==> src/hdl/rthb_pkg.sv <==
// Shared types and widths for the byte RGB to HSV converter.
// Used by the channel interfaces and every module of the block.
package rthb_pkg;

   localparam int ChanW   = 8;   // width of one color channel
   localparam int QuoW    = 8;   // quotient bits, one divide stage per bit
   localparam int HueNumW = 11;  // hue numerator before scaling, below 6*255
   localparam int SatRemW = 16;  // 255*delta
   localparam int SatDivW = 8;   // max channel
   localparam int HueRemW = 19;  // 255*n
   localparam int HueDivW = 11;  // 6*delta

   typedef logic [ChanW-1:0] chan_type;

   typedef struct packed {
      chan_type             hi;
      chan_type             delta;
      logic [HueNumW-1:0]   n;
   } sect_type;

   typedef struct packed {
      logic [SatRemW-1:0] sat_rem;
      logic [SatDivW-1:0] sat_div;
      logic [HueRemW-1:0] hue_rem;
      logic [HueDivW-1:0] hue_div;
      logic [QuoW-1:0]    sat_q;
      logic [QuoW-1:0]    hue_q;
      chan_type           bright;
   } div_type;

endpackage

==> src/hdl/rthb_if.sv <==
// Valid/ready channel interfaces for the pixel input and the HSV result.
// Depends on rthb_pkg for the channel type.
interface rthb_pix_if;
   import rthb_pkg::*;
   logic     valid;
   logic     ready;
   chan_type red;
   chan_type green;
   chan_type blue;
   modport source (output valid, red, green, blue, input ready);
   modport sink (input valid, red, green, blue, output ready);
endinterface

interface rthb_hsv_if;
   import rthb_pkg::*;
   logic     valid;
   logic     ready;
   chan_type hue;
   chan_type saturation;
   chan_type brightness;
   modport source (output valid, hue, saturation, brightness, input ready);
   modport sink (input valid, hue, saturation, brightness, output ready);
endinterface

==> src/hdl/rthb_prep.sv <==
// Front end: max/min, hue sector numerator, then scaling into divide operands.
// Two register stages. Depends on rthb_pkg.
module rthb_prep (
   input  logic              clock,
   input  logic              reset,
   input  logic              in_valid,
   output logic              in_ready,
   input  rthb_pkg::chan_type red,
   input  rthb_pkg::chan_type green,
   input  rthb_pkg::chan_type blue,
   output logic              out_valid,
   input  logic              out_ready,
   output rthb_pkg::div_type out_data
);
   import rthb_pkg::*;

   logic     s1_valid_ff, s1_valid_in, s1_ready;
   sect_type s1_data_ff, s1_data_in, s1_calc;
   logic     s2_valid_ff, s2_valid_in, s2_ready;
   div_type  s2_data_ff, s2_data_in, s2_calc;

   assign s2_ready = !s2_valid_ff || out_ready;
   assign s1_ready = !s1_valid_ff || s2_ready;
   assign in_ready = s1_ready;

   // Stage 1: largest and smallest channel and the hue in sixths times delta.
   always_comb begin
      chan_type           hi;
      chan_type           lo;
      chan_type           d;
      logic [HueNumW-1:0] dw;
      logic [HueNumW-1:0] n;
      hi = red;
      if (green > hi) hi = green;
      if (blue > hi) hi = blue;
      lo = red;
      if (green < lo) lo = green;
      if (blue < lo) lo = blue;
      d  = hi - lo;
      dw = HueNumW'(d);
      // Red wins ties for the maximum, then green.
      if (red == hi) begin
         n = HueNumW'(green) - HueNumW'(blue);
         if (green < blue) n = n + (dw << 2) + (dw << 1);
      end else if (green == hi) begin
         n = (dw << 1) + HueNumW'(blue) - HueNumW'(red);
      end else begin
         n = (dw << 2) + HueNumW'(red) - HueNumW'(green);
      end
      s1_calc.hi    = hi;
      s1_calc.delta = d;
      s1_calc.n     = n;
   end

   // Stage 2: numerators times 255 and hue divisor 6*delta. Grey and black
   // pixels divide zero by one so both quotients come out zero.
   always_comb begin
      s2_calc.sat_q  = '0;
      s2_calc.hue_q  = '0;
      s2_calc.bright = s1_data_ff.hi;
      if (s1_data_ff.delta == '0) begin
         s2_calc.sat_rem = '0;
         s2_calc.sat_div = SatDivW'(1);
         s2_calc.hue_rem = '0;
         s2_calc.hue_div = HueDivW'(1);
      end else begin
         s2_calc.sat_rem = (SatRemW'(s1_data_ff.delta) << ChanW)
                           - SatRemW'(s1_data_ff.delta);
         s2_calc.sat_div = SatDivW'(s1_data_ff.hi);
         s2_calc.hue_rem = (HueRemW'(s1_data_ff.n) << ChanW) - HueRemW'(s1_data_ff.n);
         s2_calc.hue_div = (HueDivW'(s1_data_ff.delta) << 2)
                           + (HueDivW'(s1_data_ff.delta) << 1);
      end
   end

   assign s1_valid_in = s1_ready ? in_valid : s1_valid_ff;
   assign s1_data_in  = (s1_ready && in_valid) ? s1_calc : s1_data_ff;
   assign s2_valid_in = s2_ready ? s1_valid_ff : s2_valid_ff;
   assign s2_data_in  = (s2_ready && s1_valid_ff) ? s2_calc : s2_data_ff;

   always_ff @(posedge clock) begin
      if (reset) begin
         s1_valid_ff <= 1'b0;
         s2_valid_ff <= 1'b0;
      end else begin
         s1_valid_ff <= s1_valid_in;
         s2_valid_ff <= s2_valid_in;
      end
   end

   always_ff @(posedge clock) begin
      s1_data_ff <= s1_data_in;
      s2_data_ff <= s2_data_in;
   end

   assign out_valid = s2_valid_ff;
   assign out_data  = s2_data_ff;

endmodule

==> src/hdl/rthb_div.sv <==
// Pipelined restoring divider: one quotient bit per stage for saturation
// and hue in parallel, brightness carried alongside. Depends on rthb_pkg.
module rthb_div (
   input  logic              clock,
   input  logic              reset,
   input  logic              in_valid,
   output logic              in_ready,
   input  rthb_pkg::div_type in_data,
   output logic              out_valid,
   input  logic              out_ready,
   output rthb_pkg::div_type out_data
);
   import rthb_pkg::*;

   logic    v_ff    [QuoW];
   logic    v_in    [QuoW];
   div_type d_ff    [QuoW];
   div_type d_in    [QuoW];
   logic    rdy     [QuoW+1];

   assign rdy[QuoW] = out_ready;
   assign in_ready  = rdy[0];

   for (genvar k = 0; k < QuoW; k++) begin : g_stage
      localparam int Sh = QuoW - 1 - k;
      logic               prev_v;
      div_type            prev_d;
      div_type            calc;
      logic [SatRemW-1:0] sat_sh;
      logic [HueRemW-1:0] hue_sh;

      if (k == 0) begin : g_first
         assign prev_v = in_valid;
         assign prev_d = in_data;
      end else begin : g_next
         assign prev_v = v_ff[k-1];
         assign prev_d = d_ff[k-1];
      end

      assign sat_sh = SatRemW'(prev_d.sat_div) << Sh;
      assign hue_sh = HueRemW'(prev_d.hue_div) << Sh;

      // The quotient stays below 256, so the partial remainder never needs
      // a divisor shifted further than the top quotient bit.
      always_comb begin
         calc = prev_d;
         if (prev_d.sat_rem >= sat_sh) begin
            calc.sat_rem   = prev_d.sat_rem - sat_sh;
            calc.sat_q[Sh] = 1'b1;
         end
         if (prev_d.hue_rem >= hue_sh) begin
            calc.hue_rem   = prev_d.hue_rem - hue_sh;
            calc.hue_q[Sh] = 1'b1;
         end
      end

      assign rdy[k]  = !v_ff[k] || rdy[k+1];
      assign v_in[k] = rdy[k] ? prev_v : v_ff[k];
      assign d_in[k] = (rdy[k] && prev_v) ? calc : d_ff[k];

      always_ff @(posedge clock) begin
         if (reset) begin
            v_ff[k] <= 1'b0;
         end else begin
            v_ff[k] <= v_in[k];
         end
      end

      always_ff @(posedge clock) begin
         d_ff[k] <= d_in[k];
      end
   end

   assign out_valid = v_ff[QuoW-1];
   assign out_data  = d_ff[QuoW-1];

endmodule

==> src/hdl/rgb_to_hsv_byte.sv <==
// Byte RGB to HSV converter, top level. Built from two front-end
// stages (max/min and sector, then scaling) and eight divide stages, one
// quotient bit each. Throughput is one pixel per cycle; a stalled output
// holds only the stages behind it, and bubbles ahead of it still fill.
// Synchronous active-high reset clears every stage valid bit.
module rgb_to_hsv_byte (
   input  logic      clock,
   input  logic      reset,
   rthb_pix_if.sink  req_ch,
   rthb_hsv_if.source rsp_ch
);
   import rthb_pkg::*;

   logic    mid_valid;
   logic    mid_ready;
   div_type mid_data;
   div_type res_data;

   rthb_prep u_prep (
      .clock     (clock),
      .reset     (reset),
      .in_valid  (req_ch.valid),
      .in_ready  (req_ch.ready),
      .red       (req_ch.red),
      .green     (req_ch.green),
      .blue      (req_ch.blue),
      .out_valid (mid_valid),
      .out_ready (mid_ready),
      .out_data  (mid_data)
   );

   rthb_div u_div (
      .clock     (clock),
      .reset     (reset),
      .in_valid  (mid_valid),
      .in_ready  (mid_ready),
      .in_data   (mid_data),
      .out_valid (rsp_ch.valid),
      .out_ready (rsp_ch.ready),
      .out_data  (res_data)
   );

   assign rsp_ch.hue        = res_data.hue_q;
   assign rsp_ch.saturation = res_data.sat_q;
   assign rsp_ch.brightness = res_data.bright;

   // Zero saturation only comes from a grey or black pixel, whose hue is zero.
   a_grey_hue : assert property (@(posedge clock) disable iff (reset)
      rsp_ch.valid && (rsp_ch.saturation == '0) |-> rsp_ch.hue == '0)
      else $error("nonzero hue on a pixel with zero saturation");

   a_hue_range : assert property (@(posedge clock) disable iff (reset)
      rsp_ch.valid |-> rsp_ch.hue != '1)
      else $error("hue reached a full circle");

   a_black : assert property (@(posedge clock) disable iff (reset)
      rsp_ch.valid && (rsp_ch.brightness == '0) |-> rsp_ch.saturation == '0)
      else $error("nonzero saturation on a black pixel");

   a_reset_empty : assert property (@(posedge clock)
      reset |=> !rsp_ch.valid)
      else $error("result valid right after reset");

endmodule
==> src/flat_wrapper.sv <==
// flat-port wrapper written by rule: the top's interface ports become plain ports
module rgb_to_hsv_byte_flat import rthb_pkg::*;
  (clock, reset, req_ch_valid, req_ch_red, req_ch_green, req_ch_blue, req_ch_ready, rsp_ch_valid, rsp_ch_hue, rsp_ch_saturation, rsp_ch_brightness, rsp_ch_ready);
  rthb_pix_if req_ch_i ();
  rthb_hsv_if rsp_ch_i ();
  input  logic clock;
  input  logic reset;
  input wire logic [$bits(req_ch_i.valid)-1:0] req_ch_valid;
  input wire logic [$bits(req_ch_i.red)-1:0] req_ch_red;
  input wire logic [$bits(req_ch_i.green)-1:0] req_ch_green;
  input wire logic [$bits(req_ch_i.blue)-1:0] req_ch_blue;
  output wire logic [$bits(req_ch_i.ready)-1:0] req_ch_ready;
  output wire logic [$bits(rsp_ch_i.valid)-1:0] rsp_ch_valid;
  output wire logic [$bits(rsp_ch_i.hue)-1:0] rsp_ch_hue;
  output wire logic [$bits(rsp_ch_i.saturation)-1:0] rsp_ch_saturation;
  output wire logic [$bits(rsp_ch_i.brightness)-1:0] rsp_ch_brightness;
  input wire logic [$bits(rsp_ch_i.ready)-1:0] rsp_ch_ready;
  assign req_ch_i.valid = req_ch_valid;
  assign req_ch_i.red = req_ch_red;
  assign req_ch_i.green = req_ch_green;
  assign req_ch_i.blue = req_ch_blue;
  assign req_ch_ready = req_ch_i.ready;
  assign rsp_ch_valid = rsp_ch_i.valid;
  assign rsp_ch_hue = rsp_ch_i.hue;
  assign rsp_ch_saturation = rsp_ch_i.saturation;
  assign rsp_ch_brightness = rsp_ch_i.brightness;
  assign rsp_ch_i.ready = rsp_ch_ready;
  rgb_to_hsv_byte u_core (.clock(clock), .reset(reset), .req_ch(req_ch_i), .rsp_ch(rsp_ch_i));
endmodule
==> config.mk <==
export PLATFORM = sky130hd
export DESIGN_NAME = rgb_to_hsv_byte_flat
export DESIGN_NICKNAME = d
export VERILOG_FILES = /design/src/hdl/rthb_pkg.sv /design/src/hdl/rthb_if.sv /design/src/hdl/rthb_prep.sv /design/src/hdl/rthb_div.sv /design/src/hdl/rgb_to_hsv_byte.sv /design/src/flat_wrapper.sv
export SDC_FILE = /design/constraint.sdc
export NUM_CORES = 1
export LEC_CHECK = 0
export BUFFER_PORTS_ARGS = -buffer_cell sky130_fd_sc_hd__buf_2
export CAP_MARGIN = 20
export CORE_AREA = 2 2 252 378
export CTS_BUF_LIST = sky130_fd_sc_hd__clkbuf_2 sky130_fd_sc_hd__clkbuf_4 sky130_fd_sc_hd__clkbuf_8
export DETAILED_ROUTE_END_ITERATION = 7
export DIE_AREA = 0 0 254 380
export PLACE_DENSITY = 0.47
export SLEW_MARGIN = 20
export SYNTH_ARGS = -nofsm -noshare
export SYNTH_HDL_FRONTEND = slang
export SYNTH_SLANG_ARGS = --single-unit
==> constraint.sdc <==
create_clock -name clock -period 16.4 [get_ports clock]
set_input_delay 3.28 -clock clock [delete_from_list [all_inputs] [get_ports clock]]
set_output_delay 3.28 -clock clock [all_outputs]
set_load 0.02 [all_outputs]
==> impl_metrics.py <==
metrics = {
    "setup_path": {
        "crit_family": "compound AO/OA/AOI/OAI gates",
        "crit_path_start_kind": "primary input",
        "worstSetupEndpointType": "flip-flop",
        "worstPathArrival_ns": 11.89,
        "critPathSlowestCell": "xnor2_1",
        "critPathKind": "primary input to flip-flop",
        "worstPathMaxFanout": 13,
        "cp.required_ns": 16.81,
        "cp_num_buf_inv": 7,
        "max_stage_delay_ns": 0.61,
    },
    "floorplanning": {
        "ios": 54,
        "core_area_sq_um": 92900,
        "die_area_sq_um": 96500,
        "die_w_um": 254,
        "die_h_um": 380,
        "row_count": 137,
        "start_util_pct": 34.9,
    },
    "layout": {
        "fin_nets": 3181,
        "finalCoreUtilization_pct": 38.7,
        "area_growth_pct": 10.9,
        "drive_gt1_share_pct": 8.68,
    },
    "logic_synthesis": {
        "synth_cells": 2771,
        "synth_ff_type": "edfxtp_1",
        "synthTopCellsByArea": "edfxtp_1 (55%), ha_1 (9.7%), inv_1 (3.8%), xnor2_1 (3.5%), a21oi_1 (3.1%)",
        "syn_area_sq_um": 32400,
        "ys_seq_area_share_pct": 55.2,
        "synth_top_area_cell": "edfxtp_1",
        "ys_ff_latch": 598,
        "synth_top_area_share_pct": 54.5,
        "synth.distinct_cells": 79,
        "syn_nets": 3088,
        "synth_warnings": 0,
        "syn_area_per_cell_sq_um": 11.7,
        "synthArstFlopShare_pct": 0,
        "synth_edf_count": 588,
    },
    "sta": {
        "period_needed_ns": 11.49,
        "fin_worst_skew_ns": 0.0340,
        "fin_setup_tns_ns": 0,
        "worst_pin_slew_ns": 0.997,
        "setup_viol": 0,
        "slew_violations": 0,
        "fin_crit_sh_pct": 70.0,
        "clock.fmax_mhz": 87.1,
        "relSlewSlack_pct": 33.1,
        "rsz0062_at_grt": "no",
        "finalHoldViolations": 0,
        "timing.hold.ws_ns": 0.408,
        "fin_ws_ns": 4.91,
    },
    "drt": {
        "ant_nets": 0,
        "routed_via_density": 4.80,
        "met3WireLength_um": 2000,
        "maxUsedRoutingLayer": "met4",
        "wirelength_met1_um": 22900,
        "wl_um": 70500,
        "wl_met2_um": 41900,
        "firstDrtPassIters": 7,
        "detail_route.wl_per_cell_um": 16.8,
        "vias": 20100,
        "drc": 0,
        "drt_iter0_drc": 751,
    },
    "clock_tree": {
        "cts_hold_buf": 0,
        "clk_pin_slew_ns": 0.06,
        "htreeDepth": 3,
        "clock_path_buffers": 3,
        "cts_setup_buffers": 0,
        "clock_latency_ns": 0.72,
        "ctsResizeCount": 0,
        "cts_tree": "built",
        "clock-sinks": 598,
        "cts_buffers": 92,
        "cts_root_buf": "clkbuf_8",
    },
    "global_routing": {
        "grt_overflow": 0,
        "antenna_found_initial": 1,
        "grt_usage_pct": 15.0,
        "grt_start_max_net_pins": 71,
        "grt_pass1_vias": 21700,
        "grt_pass1_wl_um": 113000,
    },
    "pwr": {
        "power.clock.fraction_pct": 25.5,
        "p_seq_share_pct": 39.8,
        "power.switching_mw": 1.62,
        "powerDensity_nw_per_um2": 134,
        "p_leak_nw": 14.0,
        "p_comb_share_pct": 34.7,
        "ir_drop_v": 0.000113,
        "p_sw_share_pct": 33.7,
        "cellInternalPower_mw": 3.20,
    },
    "run_status": {
        "status": "completed",
    },
    "placement": {
        "dp_slack_ns": 4.33,
        "port_buffers": 53,
        "dp_hpwl_um": 56100,
        "place_congestion": 0.893,
    },
    "min_path": {
        "min_path_type": "flip-flop to flip-flop",
    },
    "flow_run": {
        "maxCapViolations": 0,
    },
}
-- final timing paths --
| path | cells past startpoint | slack (ns) | start | end |
|---|---|---|---|---|
| min reg2reg | 0 | 0.41 | u_core.u_div.d_ff[0][23] | u_core.u_div.d_ff[0][101] |
| max | 35 | 4.91 | req_ch_green[5] | u_core.u_prep.s1_data_ff[9] |
| max reg2reg | 15 | 12.00 | u_core.u_div.d_ff[1][62] | u_core.u_div.d_ff[1][131] |
| min | 0 | 0.41 | u_core.u_div.d_ff[0][23] | u_core.u_div.d_ff[0][101] |
-- routing by layer --
| layer | vias to the layer above | GRT usage (%) |
|---|---|---|
| li1 | 10100 | - |
| met1 | 9585 | 12.8 |
| met2 | 300 | 31.5 |
| met3 | 163 | 2.26 |
| met4 | 0 | 8.31 |
| met5 | - | 0 |
-- cells by family (layout without fill, tap and decap cells) --
kind of cell               count (synthesis)  in the layout  share of synthesized area, %
xor gates and xnor gates                 188            188                          5.11
muxes                                     39             39                          1.29
and+or+nand+nor                          681            681                          10.4
AOI/OAI and AO/OA                        573            573                          10.9
adders and majority gates                289            289                          12.1
DFF                                      598            598                          55.2
other                                      0              1                             0
buffers and inverters                    403            570                          5.03
-- layout make-up --
class / instances / area (sq um)
flip-flops and latches: 598 / 17900
well taps: 1251 / 1570
multi-input cells: 1770 / 13000
inverters: 331 / 1240
diodes: 1 / 2.50
fillers: 9118 / 57000
clock inverters: 54 / 395
clock buffers: 114 / 1430
repair buffers: 71 / 420
-- layout by cell type, fill, tap and decap left out, types with 40 or more instances in the layout --
| cell | instances |
|---|---|
| xor2_1 | 59 |
| a21o_1 | 82 |
| nand2b_1 | 57 |
| o21ai_0 | 137 |
| ha_1 | 250 |
| inv_1 | 331 |
| clkbuf_8 | 92 |
| edfxtp_1 | 588 |
| nor2_1 | 208 |
| nand2_1 | 140 |
| xnor2_1 | 128 |
| buf_2 | 53 |
| a21oi_1 | 200 |
| nand3_1 | 40 |
| nor2b_1 | 57 |
-- power groups by stage --
| stage | Clock [mW] | Combinational, mW | Sequential, mW |
|---|---|---|---|
| floorplan | 0 | 1.28 | 1.91 |
| global placement | 0 | 1.68 | 1.95 |
| CTS | 1.29 | 1.70 | 1.92 |
| global route | 1.36 | 1.90 | 1.93 |
| finish | 1.23 | 1.67 | 1.92 |
| detailed placement | 0 | 1.69 | 1.95 |
-- cell usage after synthesis (all sizes together), types with 5 or more instances --
| library cell | n |
|---|---|
| a211o | 5 |
| a211oi | 19 |
| a21boi | 21 |
| a21o | 82 |
| a21oi | 202 |
| a221oi | 6 |
| a31oi | 5 |
| and2 | 16 |
| and3 | 12 |
| and4 | 5 |
| buf | 34 |
| clkbuf | 38 |
| dfxtp | 10 |
| edfxtp | 588 |
| fa | 39 |
| ha | 250 |
| inv | 331 |
| mux2 | 8 |
| mux2i | 31 |
| nand2 | 140 |
| nand2b | 57 |
| nand3 | 40 |
| nand3b | 5 |
| nand4 | 25 |
| nand4b | 10 |
| nor2 | 211 |
| nor2b | 61 |
| nor3 | 38 |
| nor3b | 5 |
| nor4 | 30 |
| o2111ai | 8 |
| o211ai | 10 |
| o21ai | 150 |
| o21bai | 16 |
| o31ai | 23 |
| or3 | 11 |
| or4 | 7 |
| xnor2 | 129 |
| xor2 | 59 |
-- registers in the layout (all words and copies together) (netlist names) --
name                       cells
u_core.u_div.v_ff              8
u_core.u_prep.out_data        60
u_core.u_div.d_ff            501
u_core.u_prep.out_valid        1
u_core.u_prep.s1_data_ff      27
u_core.u_prep.s1_valid_ff      1
-- per-stage QoR --
stage	cells	cell area, sq um	total power, mW
floorplan	2771	32400	3.19
CTS	4188	35900	4.91
finish	4190	35900	4.82
global route	4190	35900	5.19
detailed placement	4020	34100	3.64
global placement	4020	34100	3.63
(Power assumes the default switching activity.)
